===== config.mk =====
export PLATFORM = sky130hd
export DESIGN_NAME = ac_run_level_vlc_decoder_top
export DESIGN_NICKNAME = d
export VERILOG_FILES = /design/src/hdl/acvlc_pkg.sv /design/src/hdl/acvlc_front.sv /design/src/hdl/acvlc_code.sv /design/src/hdl/acvlc_back.sv /design/src/hdl/ac_run_level_vlc_decoder_top.sv
export SDC_FILE = /design/constraint.sdc
export NUM_CORES = 1
export LEC_CHECK = 0
export ABC_AREA = 1
export BUFFER_PORTS_ARGS = -buffer_cell sky130_fd_sc_hd__buf_2
export CORE_ASPECT_RATIO = 1.75
export CORE_MARGIN = 2
export CORE_UTILIZATION = 64
export DETAILED_ROUTE_END_ITERATION = 8
export PLACE_DENSITY = 0.82
export SLEW_MARGIN = 5
export SYNTH_ARGS = -nofsm -noshare
export SYNTH_HDL_FRONTEND = slang
export SYNTH_SLANG_ARGS = --single-unit

===== constraint.sdc =====
create_clock -name aclk -period 6 [get_ports aclk]
set_clock_uncertainty 0.1 [all_clocks]
set_input_delay 1.8 -clock aclk [delete_from_list [all_inputs] [get_ports aclk]]
set_output_delay 1.8 -clock aclk [all_outputs]
set_load 0.03 [all_outputs]

===== src/hdl/acvlc_pkg.sv =====
// package for the ac run/level vlc decoder
// holds widths, result kinds, item classes, state codes and the vlc lookup tables
// no dependencies
package acvlc_pkg;

    localparam int WORD_W      = 16;
    localparam int WIN_W       = 22;
    localparam int BUF_W       = WIN_W - 1 + WORD_W;
    localparam int CNT_W       = 6;
    localparam int K_W         = 3;
    localparam int MAX_RESULTS = 6;
    localparam int QUEUE_DEPTH = 2;
    localparam int QPTR_W      = 1;
    localparam int QCNT_W      = 2;

    localparam logic [CNT_W-1:0]  WORD_CNT = CNT_W'(WORD_W);
    localparam logic [CNT_W-1:0]  PEND_MAX = CNT_W'(WIN_W - 1);
    localparam logic [K_W-1:0]    K_LAST   = K_W'(MAX_RESULTS);
    localparam logic [QCNT_W-1:0] Q_FULL   = QCNT_W'(QUEUE_DEPTH);

    localparam logic [1:0] KIND_COEF     = 2'd0;
    localparam logic [1:0] KIND_EOB      = 2'd1;
    localparam logic [1:0] KIND_INVALID  = 2'd2;
    localparam logic [1:0] KIND_UNEXP_END = 2'd3;

    typedef enum logic {
        ITEM_DATA,
        ITEM_RESTART
    } acvlc_item_t;

    typedef enum logic [1:0] {
        ST_IDLE,
        ST_DECODE,
        ST_FLUSH
    } acvlc_state_t;

    typedef struct packed {
        logic [5:0] run;
        logic [5:0] mag;
    } acvlc_rm_t;

    typedef struct packed {
        logic              valid;
        acvlc_item_t       cls;
        logic [WORD_W-1:0] word;
    } acvlc_qhead_t;

    typedef struct packed {
        logic       ok;
        logic [4:0] len;
        logic [1:0] kind;
        logic [5:0] run;
        logic [9:0] lev;
    } acvlc_code_t;

    localparam acvlc_rm_t TAB_P2 [8] = '{
        '{6'd13, 6'd1}, '{6'd0, 6'd6}, '{6'd12, 6'd1}, '{6'd11, 6'd1},
        '{6'd3, 6'd2},  '{6'd1, 6'd3}, '{6'd0, 6'd5},  '{6'd10, 6'd1}};

    localparam acvlc_rm_t TAB_P3 [4] = '{
        '{6'd7, 6'd1}, '{6'd6, 6'd1}, '{6'd1, 6'd2}, '{6'd5, 6'd1}};

    localparam acvlc_rm_t TAB_P4 [4] = '{
        '{6'd2, 6'd2}, '{6'd9, 6'd1}, '{6'd0, 6'd4}, '{6'd8, 6'd1}};

    localparam acvlc_rm_t TAB_P6 [8] = '{
        '{6'd16, 6'd1}, '{6'd5, 6'd2}, '{6'd0, 6'd7},  '{6'd2, 6'd3},
        '{6'd1, 6'd4},  '{6'd15, 6'd1}, '{6'd14, 6'd1}, '{6'd4, 6'd2}};

    localparam acvlc_rm_t TAB_P7 [16] = '{
        '{6'd0, 6'd11}, '{6'd8, 6'd2},  '{6'd4, 6'd3},  '{6'd0, 6'd10},
        '{6'd2, 6'd4},  '{6'd7, 6'd2},  '{6'd21, 6'd1}, '{6'd20, 6'd1},
        '{6'd0, 6'd9},  '{6'd19, 6'd1}, '{6'd18, 6'd1}, '{6'd1, 6'd5},
        '{6'd3, 6'd3},  '{6'd0, 6'd8},  '{6'd6, 6'd2},  '{6'd17, 6'd1}};

    localparam acvlc_rm_t TAB_P8 [16] = '{
        '{6'd10, 6'd2}, '{6'd9, 6'd2},  '{6'd5, 6'd3},  '{6'd3, 6'd4},
        '{6'd2, 6'd5},  '{6'd1, 6'd7},  '{6'd1, 6'd6},  '{6'd0, 6'd15},
        '{6'd0, 6'd14}, '{6'd0, 6'd13}, '{6'd0, 6'd12}, '{6'd26, 6'd1},
        '{6'd25, 6'd1}, '{6'd24, 6'd1}, '{6'd23, 6'd1}, '{6'd22, 6'd1}};

endpackage


===== src/hdl/acvlc_front.sv =====
// front end: accepts items, classifies them as data or restart and queues them
// two-entry queue towards the back end; uses acvlc_pkg
module acvlc_front (
    input  logic                         aclk,
    input  logic                         aresetn,
    input  logic                         s_valid,
    output logic                         s_ready,
    input  logic                         s_op,
    input  logic [acvlc_pkg::WORD_W-1:0] s_data_word,
    input  logic                         q_pop,
    output acvlc_pkg::acvlc_qhead_t      q_head
);

    logic [acvlc_pkg::WORD_W-1:0] word_mem [acvlc_pkg::QUEUE_DEPTH];
    acvlc_pkg::acvlc_item_t       cls_mem  [acvlc_pkg::QUEUE_DEPTH];
    logic [acvlc_pkg::QPTR_W-1:0] wr_ptr_reg, wr_ptr_next;
    logic [acvlc_pkg::QPTR_W-1:0] rd_ptr_reg, rd_ptr_next;
    logic [acvlc_pkg::QCNT_W-1:0] count_reg, count_next;
    logic                         push;
    acvlc_pkg::acvlc_item_t       in_cls;

    assign s_ready = (count_reg != acvlc_pkg::Q_FULL);
    assign push    = s_valid && s_ready;
    assign in_cls  = s_op ? acvlc_pkg::ITEM_RESTART : acvlc_pkg::ITEM_DATA;

    always_comb begin
        wr_ptr_next = wr_ptr_reg;
        rd_ptr_next = rd_ptr_reg;
        count_next  = count_reg;
        if (push) begin
            wr_ptr_next = wr_ptr_reg + 1'b1;
        end
        if (q_pop) begin
            rd_ptr_next = rd_ptr_reg + 1'b1;
        end
        unique case ({push, q_pop})
            2'b10:   count_next = count_reg + 1'b1;
            2'b01:   count_next = count_reg - 1'b1;
            default: count_next = count_reg;
        endcase
    end

    always_ff @(posedge aclk) begin
        if (!aresetn) begin
            wr_ptr_reg <= '0;
            rd_ptr_reg <= '0;
            count_reg  <= '0;
        end else begin
            wr_ptr_reg <= wr_ptr_next;
            rd_ptr_reg <= rd_ptr_next;
            count_reg  <= count_next;
        end
    end

    always_ff @(posedge aclk) begin
        if (push) begin
            word_mem[wr_ptr_reg] <= s_data_word;
            cls_mem[wr_ptr_reg]  <= in_cls;
        end
    end

    always_comb begin
        q_head.valid = (count_reg != '0);
        q_head.cls   = cls_mem[rd_ptr_reg];
        q_head.word  = word_mem[rd_ptr_reg];
    end

endmodule


===== src/hdl/acvlc_code.sv =====
// single-code decoder: finds one vlc at the bottom of the bit window
// gives completeness, length, kind, run and level; uses acvlc_pkg tables
module acvlc_code (
    input  logic [acvlc_pkg::WIN_W-1:0] win,
    input  logic [acvlc_pkg::CNT_W-1:0] cnt,
    output acvlc_pkg::acvlc_code_t      code
);

    always_comb begin
        logic [3:0]           p;
        logic [4:0]           last_idx;
        logic [5:0]           r;
        logic [5:0]           mag;
        logic                 has_sign;
        logic                 esc;
        logic [9:0]           esc_lev;
        logic [3:0]           idx4;
        logic [1:0]           kind;
        acvlc_pkg::acvlc_rm_t ent;

        p        = 4'd12;
        last_idx = 5'd1;
        r        = '0;
        mag      = '0;
        has_sign = 1'b0;
        esc      = 1'b0;
        esc_lev  = '0;
        idx4     = '0;
        kind     = acvlc_pkg::KIND_COEF;
        ent      = '0;

        // first set bit after the two leading zeros
        for (int i = 11; i >= 2; i--) begin
            if (win[i]) begin
                p = 4'(i);
            end
        end

        unique case ({win[0], win[1]})
            2'b10: begin
                kind     = acvlc_pkg::KIND_EOB;
                last_idx = 5'd1;
            end
            2'b11: begin
                mag      = 6'd1;
                last_idx = 5'd2;
                has_sign = 1'b1;
            end
            2'b01: begin
                has_sign = 1'b1;
                if (win[2]) begin
                    r        = 6'd1;
                    mag      = 6'd1;
                    last_idx = 5'd3;
                end else begin
                    last_idx = 5'd4;
                    if (win[3]) begin
                        r   = 6'd2;
                        mag = 6'd1;
                    end else begin
                        mag = 6'd2;
                    end
                end
            end
            default: begin
                has_sign = 1'b1;
                unique case (p)
                    4'd2: begin
                        if (win[3]) begin
                            r        = win[4] ? 6'd3 : 6'd4;
                            mag      = 6'd1;
                            last_idx = 5'd5;
                        end else if (win[4]) begin
                            mag      = 6'd3;
                            last_idx = 5'd5;
                        end else begin
                            last_idx = 5'd8;
                            ent      = acvlc_pkg::TAB_P2[{win[5], win[6], win[7]}];
                            r        = ent.run;
                            mag      = ent.mag;
                        end
                    end
                    4'd3: begin
                        last_idx = 5'd6;
                        ent      = acvlc_pkg::TAB_P3[{win[4], win[5]}];
                        r        = ent.run;
                        mag      = ent.mag;
                    end
                    4'd4: begin
                        last_idx = 5'd7;
                        ent      = acvlc_pkg::TAB_P4[{win[5], win[6]}];
                        r        = ent.run;
                        mag      = ent.mag;
                    end
                    4'd5: begin
                        // escape: 6-bit run then 10-bit level
                        esc      = 1'b1;
                        has_sign = 1'b0;
                        last_idx = 5'd21;
                        r        = {win[6], win[7], win[8], win[9], win[10], win[11]};
                        esc_lev  = {win[12], win[13], win[14], win[15], win[16],
                                    win[17], win[18], win[19], win[20], win[21]};
                    end
                    4'd6: begin
                        last_idx = 5'd10;
                        ent      = acvlc_pkg::TAB_P6[{win[7], win[8], win[9]}];
                        r        = ent.run;
                        mag      = ent.mag;
                    end
                    4'd7: begin
                        last_idx = 5'd12;
                        ent      = acvlc_pkg::TAB_P7[{win[8], win[9], win[10], win[11]}];
                        r        = ent.run;
                        mag      = ent.mag;
                    end
                    4'd8: begin
                        last_idx = 5'd13;
                        ent      = acvlc_pkg::TAB_P8[{win[9], win[10], win[11], win[12]}];
                        r        = ent.run;
                        mag      = ent.mag;
                    end
                    4'd9: begin
                        last_idx = 5'd14;
                        idx4     = {win[10], win[11], win[12], win[13]};
                        mag      = 6'd31 - {2'b00, idx4};
                    end
                    4'd10: begin
                        last_idx = 5'd15;
                        idx4     = {win[11], win[12], win[13], win[14]};
                        if (idx4 < 4'd9) begin
                            mag = 6'd40 - {2'b00, idx4};
                        end else begin
                            r   = 6'd1;
                            mag = 6'd23 - {2'b00, idx4};
                        end
                    end
                    4'd11: begin
                        last_idx = 5'd16;
                        idx4     = {win[12], win[13], win[14], win[15]};
                        if (idx4 < 4'd4) begin
                            r   = 6'd1;
                            mag = 6'd18 - {2'b00, idx4};
                        end else if (idx4 == 4'd4) begin
                            r   = 6'd6;
                            mag = 6'd3;
                        end else if (idx4 < 4'd11) begin
                            r   = 6'd21 - {2'b00, idx4};
                            mag = 6'd2;
                        end else begin
                            r   = 6'd42 - {2'b00, idx4};
                            mag = 6'd1;
                        end
                    end
                    default: begin
                        // twelve leading zeros
                        kind     = acvlc_pkg::KIND_INVALID;
                        has_sign = 1'b0;
                        last_idx = 5'd11;
                    end
                endcase
            end
        endcase

        code.ok   = (cnt > {1'b0, last_idx});
        code.len  = last_idx + 5'd1;
        code.kind = kind;
        code.run  = r;
        if (esc) begin
            code.lev = esc_lev;
        end else if (has_sign && win[last_idx]) begin
            code.lev = 10'd0 - {4'b0000, mag};
        end else begin
            code.lev = {4'b0000, mag};
        end
    end

endmodule


===== src/hdl/acvlc_back.sv =====
// back end: bit buffer, one-code-per-cycle sequencer (held while the output is not free) and result register
// pops items from the front queue; uses acvlc_pkg and acvlc_code
module acvlc_back (
    input  logic                           aclk,
    input  logic                           aresetn,
    input  acvlc_pkg::acvlc_qhead_t        q_head,
    output logic                           q_pop,
    output logic                           m_valid,
    input  logic                           m_ready,
    output logic [1:0]                     m_kind,
    output logic [5:0]                     m_zero_run,
    output logic signed [9:0]              m_level,
    output logic                           m_last
);

    acvlc_pkg::acvlc_state_t      state_reg, state_next;
    logic [acvlc_pkg::BUF_W-1:0]  buf_reg, buf_next;
    logic [acvlc_pkg::CNT_W-1:0]  cnt_reg, cnt_next;
    logic                         halted_reg, halted_next;
    logic [acvlc_pkg::K_W-1:0]    k_reg, k_next;
    logic                         held_valid_reg, held_valid_next;
    logic [1:0]                   held_kind_reg, held_kind_next;
    logic [5:0]                   held_run_reg, held_run_next;
    logic [9:0]                   held_lev_reg, held_lev_next;
    logic                         m_valid_reg, m_valid_next;
    logic [1:0]                   m_kind_reg, m_kind_next;
    logic [5:0]                   m_run_reg, m_run_next;
    logic signed [9:0]            m_level_reg, m_level_next;
    logic                         m_last_reg, m_last_next;
    logic                         out_free;
    logic                         emit;
    logic [1:0]                   e_kind;
    logic [5:0]                   e_run;
    logic [9:0]                   e_lev;
    logic                         e_last;
    acvlc_pkg::acvlc_code_t       code;

    acvlc_code u_code (
        .win  (buf_reg[acvlc_pkg::WIN_W-1:0]),
        .cnt  (cnt_reg),
        .code (code)
    );

    assign out_free = !m_valid_reg || m_ready;

    always_comb begin
        state_next = state_reg;
        unique case (state_reg)
            acvlc_pkg::ST_IDLE: begin
                if (q_head.valid && q_head.cls == acvlc_pkg::ITEM_DATA && !halted_reg) begin
                    state_next = acvlc_pkg::ST_DECODE;
                end
            end
            acvlc_pkg::ST_DECODE: begin
                if (out_free) begin
                    if (!code.ok || k_reg == acvlc_pkg::K_LAST) begin
                        state_next = acvlc_pkg::ST_IDLE;
                    end else if (code.kind == acvlc_pkg::KIND_INVALID) begin
                        state_next = acvlc_pkg::ST_FLUSH;
                    end
                end
            end
            acvlc_pkg::ST_FLUSH: begin
                if (out_free) begin
                    state_next = acvlc_pkg::ST_IDLE;
                end
            end
            default: state_next = acvlc_pkg::ST_IDLE;
        endcase
    end

    always_comb begin
        q_pop           = 1'b0;
        buf_next        = buf_reg;
        cnt_next        = cnt_reg;
        halted_next     = halted_reg;
        k_next          = k_reg;
        held_valid_next = held_valid_reg;
        held_kind_next  = held_kind_reg;
        held_run_next   = held_run_reg;
        held_lev_next   = held_lev_reg;
        emit            = 1'b0;
        e_kind          = held_kind_reg;
        e_run           = held_run_reg;
        e_lev           = held_lev_reg;
        e_last          = 1'b0;

        unique case (state_reg)
            acvlc_pkg::ST_IDLE: begin
                if (q_head.valid) begin
                    if (q_head.cls == acvlc_pkg::ITEM_RESTART) begin
                        if (!halted_reg && cnt_reg != '0) begin
                            // truncated code pending
                            if (out_free) begin
                                q_pop       = 1'b1;
                                emit        = 1'b1;
                                e_kind      = acvlc_pkg::KIND_UNEXP_END;
                                e_run       = '0;
                                e_lev       = '0;
                                e_last      = 1'b1;
                                buf_next    = '0;
                                cnt_next    = '0;
                                halted_next = 1'b0;
                            end
                        end else begin
                            q_pop       = 1'b1;
                            buf_next    = '0;
                            cnt_next    = '0;
                            halted_next = 1'b0;
                        end
                    end else begin
                        q_pop = 1'b1;
                        if (!halted_reg) begin
                            buf_next = buf_reg
                                     | ({{(acvlc_pkg::BUF_W - acvlc_pkg::WORD_W){1'b0}},
                                         q_head.word} << cnt_reg);
                            cnt_next        = cnt_reg + acvlc_pkg::WORD_CNT;
                            k_next          = '0;
                            held_valid_next = 1'b0;
                        end
                    end
                end
            end
            acvlc_pkg::ST_DECODE: begin
                if (out_free) begin
                    if (!code.ok) begin
                        emit   = held_valid_reg;
                        e_last = 1'b1;
                    end else if (k_reg == acvlc_pkg::K_LAST) begin
                        // seventh code: sixth result turns into invalid
                        emit        = 1'b1;
                        e_kind      = acvlc_pkg::KIND_INVALID;
                        e_run       = '0;
                        e_lev       = '0;
                        e_last      = 1'b1;
                        halted_next = 1'b1;
                        buf_next    = '0;
                        cnt_next    = '0;
                    end else begin
                        emit            = held_valid_reg;
                        held_valid_next = 1'b1;
                        held_kind_next  = code.kind;
                        held_run_next   = code.run;
                        held_lev_next   = code.lev;
                        k_next          = k_reg + 1'b1;
                        if (code.kind == acvlc_pkg::KIND_INVALID) begin
                            halted_next = 1'b1;
                            buf_next    = '0;
                            cnt_next    = '0;
                        end else begin
                            buf_next = buf_reg >> code.len;
                            cnt_next = cnt_reg - {1'b0, code.len};
                        end
                    end
                end
            end
            acvlc_pkg::ST_FLUSH: begin
                if (out_free) begin
                    emit   = 1'b1;
                    e_last = 1'b1;
                end
            end
            default: begin
                emit = 1'b0;
            end
        endcase

        m_valid_next = m_valid_reg;
        m_kind_next  = m_kind_reg;
        m_run_next   = m_run_reg;
        m_level_next = m_level_reg;
        m_last_next  = m_last_reg;
        if (emit) begin
            m_valid_next = 1'b1;
            m_kind_next  = e_kind;
            m_run_next   = e_run;
            m_level_next = $signed(e_lev);
            m_last_next  = e_last;
        end else if (m_ready) begin
            m_valid_next = 1'b0;
        end
    end

    always_ff @(posedge aclk) begin
        if (!aresetn) begin
            state_reg      <= acvlc_pkg::ST_IDLE;
            buf_reg        <= '0;
            cnt_reg        <= '0;
            halted_reg     <= 1'b0;
            k_reg          <= '0;
            held_valid_reg <= 1'b0;
            m_valid_reg    <= 1'b0;
        end else begin
            state_reg      <= state_next;
            buf_reg        <= buf_next;
            cnt_reg        <= cnt_next;
            halted_reg     <= halted_next;
            k_reg          <= k_next;
            held_valid_reg <= held_valid_next;
            m_valid_reg    <= m_valid_next;
        end
    end

    always_ff @(posedge aclk) begin
        held_kind_reg <= held_kind_next;
        held_run_reg  <= held_run_next;
        held_lev_reg  <= held_lev_next;
        m_kind_reg    <= m_kind_next;
        m_run_reg     <= m_run_next;
        m_level_reg   <= m_level_next;
        m_last_reg    <= m_last_next;
    end

    assign m_valid    = m_valid_reg;
    assign m_kind     = m_kind_reg;
    assign m_zero_run = m_run_reg;
    assign m_level    = m_level_reg;
    assign m_last     = m_last_reg;

`ifndef SYNTHESIS
    a_halted_empty: assert property (@(posedge aclk) disable iff (!aresetn)
        halted_reg |-> cnt_reg == '0)
        else $error("pending bits held while halted");

    a_idle_pending: assert property (@(posedge aclk) disable iff (!aresetn)
        state_reg == acvlc_pkg::ST_IDLE |-> cnt_reg <= acvlc_pkg::PEND_MAX)
        else $error("too many pending bits between items");

    a_k_bound: assert property (@(posedge aclk) disable iff (!aresetn)
        k_reg <= acvlc_pkg::K_LAST)
        else $error("result count overran");

    a_flush_held: assert property (@(posedge aclk) disable iff (!aresetn)
        state_reg == acvlc_pkg::ST_FLUSH |-> halted_reg && held_valid_reg)
        else $error("flush without held invalid result");

    a_error_last: assert property (@(posedge aclk) disable iff (!aresetn)
        m_valid_reg && (m_kind_reg == acvlc_pkg::KIND_INVALID
                        || m_kind_reg == acvlc_pkg::KIND_UNEXP_END) |-> m_last_reg)
        else $error("error result not flagged last");
`endif

endmodule


===== src/hdl/ac_run_level_vlc_decoder_top.sv =====
// order: an accepted data item is queued, then loaded into the bit buffer when the back end
// pops it in idle; its first result is registered once the next code is decoded or the item ends
// throughput: one code decoded per cycle while the output register is free; a data item holds
// the back end until its codes are done; a two-item queue decouples input
// reset: synchronous active-low aresetn clears queue, pending bits, halt flag and output
// top level: front queue and back decoder; uses acvlc_pkg, acvlc_front, acvlc_back
module ac_run_level_vlc_decoder_top (
    input  logic                         aclk,
    input  logic                         aresetn,
    input  logic                         s_valid,
    output logic                         s_ready,
    input  logic                         s_op,
    input  logic [acvlc_pkg::WORD_W-1:0] s_data_word,
    output logic                         m_valid,
    input  logic                         m_ready,
    output logic [1:0]                   m_kind,
    output logic [5:0]                   m_zero_run,
    output logic signed [9:0]            m_level,
    output logic                         m_last
);

    acvlc_pkg::acvlc_qhead_t q_head;
    logic                    q_pop;

    acvlc_front u_front (
        .aclk        (aclk),
        .aresetn     (aresetn),
        .s_valid     (s_valid),
        .s_ready     (s_ready),
        .s_op        (s_op),
        .s_data_word (s_data_word),
        .q_pop       (q_pop),
        .q_head      (q_head)
    );

    acvlc_back u_back (
        .aclk       (aclk),
        .aresetn    (aresetn),
        .q_head     (q_head),
        .q_pop      (q_pop),
        .m_valid    (m_valid),
        .m_ready    (m_ready),
        .m_kind     (m_kind),
        .m_zero_run (m_zero_run),
        .m_level    (m_level),
        .m_last     (m_last)
    );

endmodule


==> metrics.csv, run 1 <==
stage,metric,value,unit
run_status,outcome,aborted with a tool error,
run_status,failing step,global routing (5_1_grt),
run_status,Run Error,[ERROR GRT-0116] Global routing finished with congestion. Check the congestion regions in the DRC Viewer.,
synth,dominant synthesized flop cell,edfxtp_1,
place,DP Area,11200,µm²
synth,Synth Warn #,0,
global_routing,first-pass GRT wire length,67.9,mm
synth,Synth Instances,1677,
synth,synthesized area,11000,µm²
place,DP HPWL,30.7,mm
clocking,CTS sink cnt,127,
clocking,CTS HTree Levels,4,
synth,Post-synth EDFFs,71,
synth,Post-Syn Area per Cell,6.54,µm²
synth,biggest area consumer among synthesized cells,edfxtp_1,
synth,Seq cells post-synth,127,
floorplanning,# rows,63,
synth,Post-synth ARST share,0,%
synth,"Seq/Total Area, Yosys",29.7,%
global_routing,gr usage total,48.9,%
clocking,Post-CTS Resized,0,
clocking,Root Buffer,clkbuf_16,
place,GPL Wtd Cong,1.10,
place,Port Buffers,41,
floorplanning,DIE HEIGHT,177,µm
clocking,CTS Buf Count,17,
global_routing,gr ovfl total,1,
synth,Yosys top cell area share,19.4,%
synth,Netlist cell types,56,
floorplanning,Die W,103,µm
floorplanning,Initial Utilization,65.0,%
global_routing,number of global-route vias before repair,12635,
global_routing,largest net degree at the start of global routing,43,
clocking,hold_buf cts,0,
synth,syn_nets,1742,
clocking,Post-CTS Setup Inserts,0,
clocking,Bufs on Longest Clock Path,2,
synth,ranking of synthesized cells by area,"edfxtp_1 (19%), nand3_1 (16%), nand2_1 (13%), dfxtp_1 (10%), o21ai_0 (6.4%)",
floorplanning,I/O pin total,42,
## through the flow
| step | setup WS, ns | cells | hold WS [ns] | utilization (%) |
|---|---|---|---|---|
| 3_5_place_dp | 0.613 | 1882 | 0.351 | 66.5 |
| 3_3_place_gp | 0.814 | 1882 | 0.336 | 66.5 |
| 2_1_floorplan | 1.49 | 1677 | 0.326 | - |
| 4_1_cts | 0.525 | 1914 | 0.362 | 70.0 |
## synth_stat cells (all sizes together), types with 9 or more instances
cell type and count:
o22ai 9, ha 43, dfxtp 56, nand2 389, o211ai 9, o21ai 145, nor2 133, nor3 13
clkbuf 45, edfxtp 71, a21oi 103, inv 164, nand4 13, nand3 360, buf 43, a31oi 19
## logic make-up after synthesis
logic type               count (synthesis)  share of synthesized area (%)
AND/OR/NAND/NOR                        917                           38.2
AO/OA/AOI/OAI                          318                           16.2
buffers and inverters                  259                           9.87
flip-flops                             127                           29.7
adder cells (fa/ha/maj)                 44                           5.09
XOR/XNOR                                 8                          0.639
multiplexers                             4                          0.365
## per-layer routing
layer	overflow	global-route usage, %
met2	0	76.9
met1	0	48.3
met4	1	46.1
met5	0	0
met3	0	17.6
==> run 2: changes to the inputs <==
--- a/config.mk
+++ b/config.mk
@@ -7,11 +7,10 @@
 export LEC_CHECK = 0
 export ABC_AREA = 1
 export BUFFER_PORTS_ARGS = -buffer_cell sky130_fd_sc_hd__buf_2
-export CORE_ASPECT_RATIO = 1.75
 export CORE_MARGIN = 2
-export CORE_UTILIZATION = 64
+export CORE_UTILIZATION = 40
 export DETAILED_ROUTE_END_ITERATION = 8
-export PLACE_DENSITY = 0.82
+export PLACE_DENSITY_LB_ADDON = 0.15
 export SLEW_MARGIN = 5
 export SYNTH_ARGS = -nofsm -noshare
 export SYNTH_HDL_FRONTEND = slang
==> metrics.csv, run 2 <==
stage,metric,value,unit
synth,"count leader, synth",nand2_1,
timing,Fmax achieved,193,MHz
drt,Met3 Routed Length,3.12,mm
finish,layout cell share with drive strength beyond 1,9.54,%
timing,Final Hold Viols,0,
synth,Synth Warn #,0,
drt,# DRC,0,
clocking,Post-CTS Resized,0,
hold_path,Worst Hold Depth,1,
finish,most frequent cells in the layout,"nand2_1 (372), nand3_1 (352), inv_1 (151)",
finish,n_diodes,0,
global_routing,initial antenna violation count,0,
clocking,CTS HTree Levels,4,
critical_path,critical path peak fanout,39,
floorplanning,Initial Utilization,40.7,%
clocking,"Reg clk slew, reported paths",0.06,ns
run_status,outcome,"finished, final reports clean",
synth,Seq cells post-synth,127,
place,Port Buffers,41,
floorplanning,I/O pin total,42,
clocking,CTS Buf Count,17,
synth,Synth top cells by count,"nand2_1 (372), nand3_1 (352), inv_1 (151), o21ai_0 (140), nor2_1 (117)",
critical_path,Setup CP Type,flip-flop to flip-flop,
floorplanning,die area,28800,µm²
critical_path,Worst path max stage delay,0.52,ns
timing,Max Transition Viols Final,0,
critical_path,WP data required,6.25,ns
clocking,CTS tree,done,
drt,Total Wirelength,39.9,mm
critical_path,slowest CP cell,dfxtp_1,
floorplanning,DIE HEIGHT,170,µm
synth,Synth Instances,1677,
floorplanning,Die W,170,µm
place,DP HPWL,29.7,mm
critical_path,CP Launch Point,u_back.buf_reg[10]$_SDFFE_PN0P_,
synth,Yosys top cell area share,19.4,%
timing,Tightest Pin Transition,1.05,ns
hold_path,Hold Path Origin,u_front.rd_ptr_reg$_SDFFE_PN0P_,
drt,Avg WL per Cell,19.7,µm
timing,Final period util,86.1,%
global_routing,first-pass GRT wire length,62.7,mm
critical_path,most frequent CP cell,nand2_2,
clocking,CTS sink cnt,127,
floorplanning,Core Area,27000,µm²
synth,syn_nets,1742,
clocking,worst skew pair latency,0.43,ns
drt,drt pass-1 iters,9,
critical_path,CP Launch Type,flip-flop,
drt,routed wl met2,17.4,mm
finish,area grow syn2layout,9.39,%
finish,final core utilization,44.5,%
finish,max FFs per register,37,
synth,dominant synthesized flop cell,edfxtp_1,
synth,Post-synth ARST share,0,%
clocking,Root Buffer,clkbuf_16,
synth,ranking of synthesized cells by area,"edfxtp_1 (19%), nand3_1 (16%), nand2_1 (13%), dfxtp_1 (10%), o21ai_0 (6.4%)",
timing,Rel. slew slack,29.7,%
timing,crit path time final,5.17,ns
clocking,Post-CTS Setup Inserts,0,
timing,setup_tns,0,ns
clocking,Bufs on Longest Clock Path,2,
floorplanning,# rows,60,
finish,Layout Nets,1740,
synth,"Seq/Total Area, Yosys",29.7,%
synth,Post-Syn Area per Cell,6.54,µm²
drt,Vias/cell,5.88,
timing,setup violators final,0,
drt,top sig layer,met4,
critical_path,RR Startpoint,u_back.buf_reg[10]$_SDFFE_PN0P_,
critical_path,reg2reg path depth,21,
finish,"leading cell type in the layout, fill and taps excluded",nand2_1,
flow_run,max-cap violation count,0,
critical_path,CP endpoint kind,flip-flop,
global_routing,number of global-route vias before repair,11054,
critical_path,crit-path cells,inv_1 > ha_1 > o21ai_0 > nand2_1 > nand2_2 > nand2_2 > nand2_4 > nand3_1 > nand2_1 > inv_2 > nand2_4 > nand2_2 > inv_2 > ha_1 > nand2_1 > nand2_2 > buf_4 > inv_2 > nor2_1 > nand3_1 > a31oi_1,
hold_path,Hold/Removal Path Class,flip-flop to flip-flop,
global_routing,gr ovfl total,0,
timing,RSZ-0062 raised after global routing,false,
clocking,hold_buf cts,0,
drt,number of nets with antenna violations after detailed routing,0,
critical_path,"Arr. time, crit path",5.42,ns
place,GPL Wtd Cong,0.981,
synth,Netlist cell types,56,
synth,synthesized area,11000,µm²
global_routing,largest net degree at the start of global routing,43,
drt,starting DRC count in detailed routing,1522,
global_routing,gr usage total,28.1,%
drt,Vias,11928,
synth,Post-synth EDFFs,71,
synth,biggest area consumer among synthesized cells,edfxtp_1,
drt,met1 WL,17.5,mm
## run 2: cell families (layout without fill, tap and decap cells)
family | after synthesis | count (layout) | synth area share (%)
AND/OR/NAND/NOR | 917 | 917 | 38.2
AO/OA/AOI/OAI | 318 | 318 | 16.2
buffers and inverters | 259 | 270 | 9.87
flip-flops | 127 | 127 | 29.7
adder cells (fa/ha/maj) | 44 | 44 | 5.09
XOR/XNOR | 8 | 8 | 0.639
multiplexers | 4 | 4 | 0.365
## run 2: through the flow
step | instances | hold WS, ns | worst slack (ns) | instance area, µm²
5_1_grt | 2029 | 0.417 | 0.436 | 12000
4_1_cts | 2029 | 0.382 | 1.04 | 12000
3_5_place_dp | 1997 | 0.369 | 1.05 | 11400
6_report | 2029 | 0.380 | 0.831 | 12000
3_3_place_gp | 1997 | 0.336 | 1.17 | 11400
2_1_floorplan | 1677 | 0.326 | 1.49 | 11000
## run 2: final timing paths
kind,slack [ns],endpoint
setup reg to reg,0.83,u_back.buf_reg[17]$_SDFFE_PN0P_
hold / removal,0.38,u_front.rd_ptr_reg$_SDFFE_PN0P_
hold reg to reg,0.38,u_front.rd_ptr_reg$_SDFFE_PN0P_
setup / recovery,0.83,u_back.buf_reg[17]$_SDFFE_PN0P_
## run 2: cell type report
class | instances | area [µm²]
clock buffer | 18 | 429
clock inverter | 14 | 206
fill | 2804 | 15000
inverter | 171 | 644
multi-input combinational | 1291 | 6640
sequential | 127 | 3250
tap | 341 | 427
timing repair buffer | 67 | 400
## run 2: critical path, delay by kind of cell (launching register included)
family	cells	cell delay, ns
compound gates	2	0.35
simple gates	12	2.16
flops	1	0.52
buf+inv	5	1.38
fa+ha+maj	2	0.54
## run 2: routing by layer
layer  up-vias  GRT usage [%]
met5         -              0
met4         0           13.3
met3       113           4.43
met2       561           44.0
met1      5522           37.9
li1       5732              -
Power of run 2 is not shown: default switching activity piles up to over one toggle a cycle in this logic, so the estimate is an artifact.
==> run 3: changes to the inputs <==
--- a/config.mk
+++ b/config.mk
@@ -7,8 +7,11 @@
 export LEC_CHECK = 0
 export ABC_AREA = 1
 export BUFFER_PORTS_ARGS = -buffer_cell sky130_fd_sc_hd__buf_2
+export CELL_PAD_IN_SITES_DETAIL_PLACEMENT = 2
+export CELL_PAD_IN_SITES_GLOBAL_PLACEMENT = 2
 export CORE_MARGIN = 2
-export CORE_UTILIZATION = 40
+export CORE_UTILIZATION = 36
+export CTS_CLUSTER_SIZE = 14
 export DETAILED_ROUTE_END_ITERATION = 8
 export PLACE_DENSITY_LB_ADDON = 0.15
 export SLEW_MARGIN = 5
==> metrics.csv, run 3 (synthesized netlist as in run 2, its figures left out) <==
stage,metric,value,unit
timing,Max Transition Viols Final,0,
timing,Final period util,83.9,%
place,Port Buffers,41,
finish,final core utilization,40.3,%
timing,RSZ-0062 raised after global routing,false,
place,DP HPWL,37.4,mm
finish,max FFs per register,37,
place,DP Area,11400,µm²
flow_run,max-cap violation count,0,
floorplanning,die area,31900,µm²
drt,Vias,12449,
global_routing,number of global-route vias before repair,12958,
timing,Rel. slew slack,24.8,%
timing,crit path time final,5.04,ns
critical_path,"Arr. time, crit path",5.26,ns
critical_path,Setup CP Type,flip-flop to flip-flop,
finish,Filler Cells Inserted,3663,
drt,starting DRC count in detailed routing,969,
drt,Avg WL per Cell,24.2,µm
critical_path,CP Launch Type,flip-flop,
timing,Fmax achieved,199,MHz
finish,area grow syn2layout,9.43,%
clocking,CTS Buf Count,17,
drt,# DRC,0,
clocking,CTS sink cnt,127,
global_routing,largest net degree at the start of global routing,43,
timing,Final Hold Viols,0,
clocking,CTS HTree Levels,4,
floorplanning,Core Area,29800,µm²
run_status,outcome,"finished, final reports clean",
floorplanning,I/O pin total,42,
drt,Vias/cell,5.99,
clocking,Post-CTS Resized,0,
critical_path,critical path peak fanout,35,
clocking,Root Buffer,clkbuf_16,
floorplanning,DIE HEIGHT,179,µm
hold_path,Hold/Removal Path Class,flip-flop to flip-flop,
critical_path,WP data required,6.22,ns
finish,layout cell share with drive strength beyond 1,9.65,%
clocking,"Reg clk slew, reported paths",0.08,ns
drt,number of nets with antenna violations after detailed routing,0,
clocking,worst skew pair latency,0.44,ns
clocking,CTS tree,done,
drt,Total Wirelength,50.3,mm
clocking,Post-CTS Setup Inserts,0,
clocking,Bufs on Longest Clock Path,2,
finish,Layout Nets,1741,
finish,most frequent cells in the layout,"nand2_1 (372), nand3_1 (352), inv_1 (151)",
place,GPL Wtd Cong,0.926,
floorplanning,# rows,63,
global_routing,gr usage total,32.1,%
drt,drt pass-1 iters,5,
clocking,hold_buf cts,0,
critical_path,CP endpoint kind,flip-flop,
place,post-place setup slack,0.999,ns
timing,Tightest Pin Transition,1.13,ns
floorplanning,Die W,179,µm
floorplanning,Initial Utilization,36.8,%
finish,"leading cell type in the layout, fill and taps excluded",nand2_1,
timing,setup_tns,0,ns
global_routing,gr ovfl total,0,
global_routing,initial antenna violation count,1,
timing,min setup slack post-route,0.964,ns
global_routing,first-pass GRT wire length,77.4,mm
finish,design area,12000,µm²
timing,setup violators final,0,
-- run 3: final cells by class --
class | instances | area, µm² | share of cell area (%)
tap | 390 | 488 | 4.06
multi-input combinational | 1291 | 6650 | 55.4
inverter | 171 | 644 | 5.37
sequential | 127 | 3250 | 27.1
timing repair buffer | 68 | 408 | 3.40
antenna | 1 | 2.50 | 0.0208
clock inverter | 15 | 139 | 1.16
clock buffer | 17 | 425 | 3.54
-- run 3: worst max-delay path: stages (launching register included) --
cell and delay, ns:
dfxtp_1 0.49, inv_1 0.34, ha_1 0.34, o21ai_0 0.14, nand2_1 0.08, nand2_2 0.11, nand2_2 0.13, nand2_4 0.16
nand3_1 0.13, nand2_1 0.11, inv_2 0.04, nand2_4 0.37, nand2_2 0.18, inv_2 0.16, ha_1 0.16, nor2_1 0.05
o211ai_1 0.17, nand3_1 0.10, nand2_1 0.11, inv_1 0.07, nand3_1 0.11, nand3_1 0.72, o21ai_0 0.43, inv_1 0.07
-- run 3: final timing paths --
path                                                      start                              end  slack [ns]  depth (start not counted)
worst max-delay path            u_back.buf_reg[10]$_SDFFE_PN0P_      u_back.m_valid$_SDFFE_PN0P_        0.96                         23
worst min-delay path            u_front.rd_ptr_reg$_SDFFE_PN0P_  u_front.rd_ptr_reg$_SDFFE_PN0P_        0.37                          1
worst max register to register  u_back.buf_reg[10]$_SDFFE_PN0P_      u_back.m_valid$_SDFFE_PN0P_        0.96                         23
worst min register to register  u_front.rd_ptr_reg$_SDFFE_PN0P_  u_front.rd_ptr_reg$_SDFFE_PN0P_        0.37                          1
-- run 3: layer usage --
layer,track usage (%),vias to the layer above,wire length [µm]
met5,1.12,-,14
met4,12.5,2,1930
met3,3.90,95,2190
met2,54.8,375,24300
met1,40.9,6244,21900
li1,-,5733,-
-- run 3: through the flow --
step / hold slack [ns] / cells
finish: 0.369 / 2080
global route: 0.382 / 2079
CTS: 0.368 / 2079
detailed placement: 0.358 / 2047
global placement: 0.336 / 2047
floorplan: 0.326 / 1677
Power of run 3 is left out for the same reason.
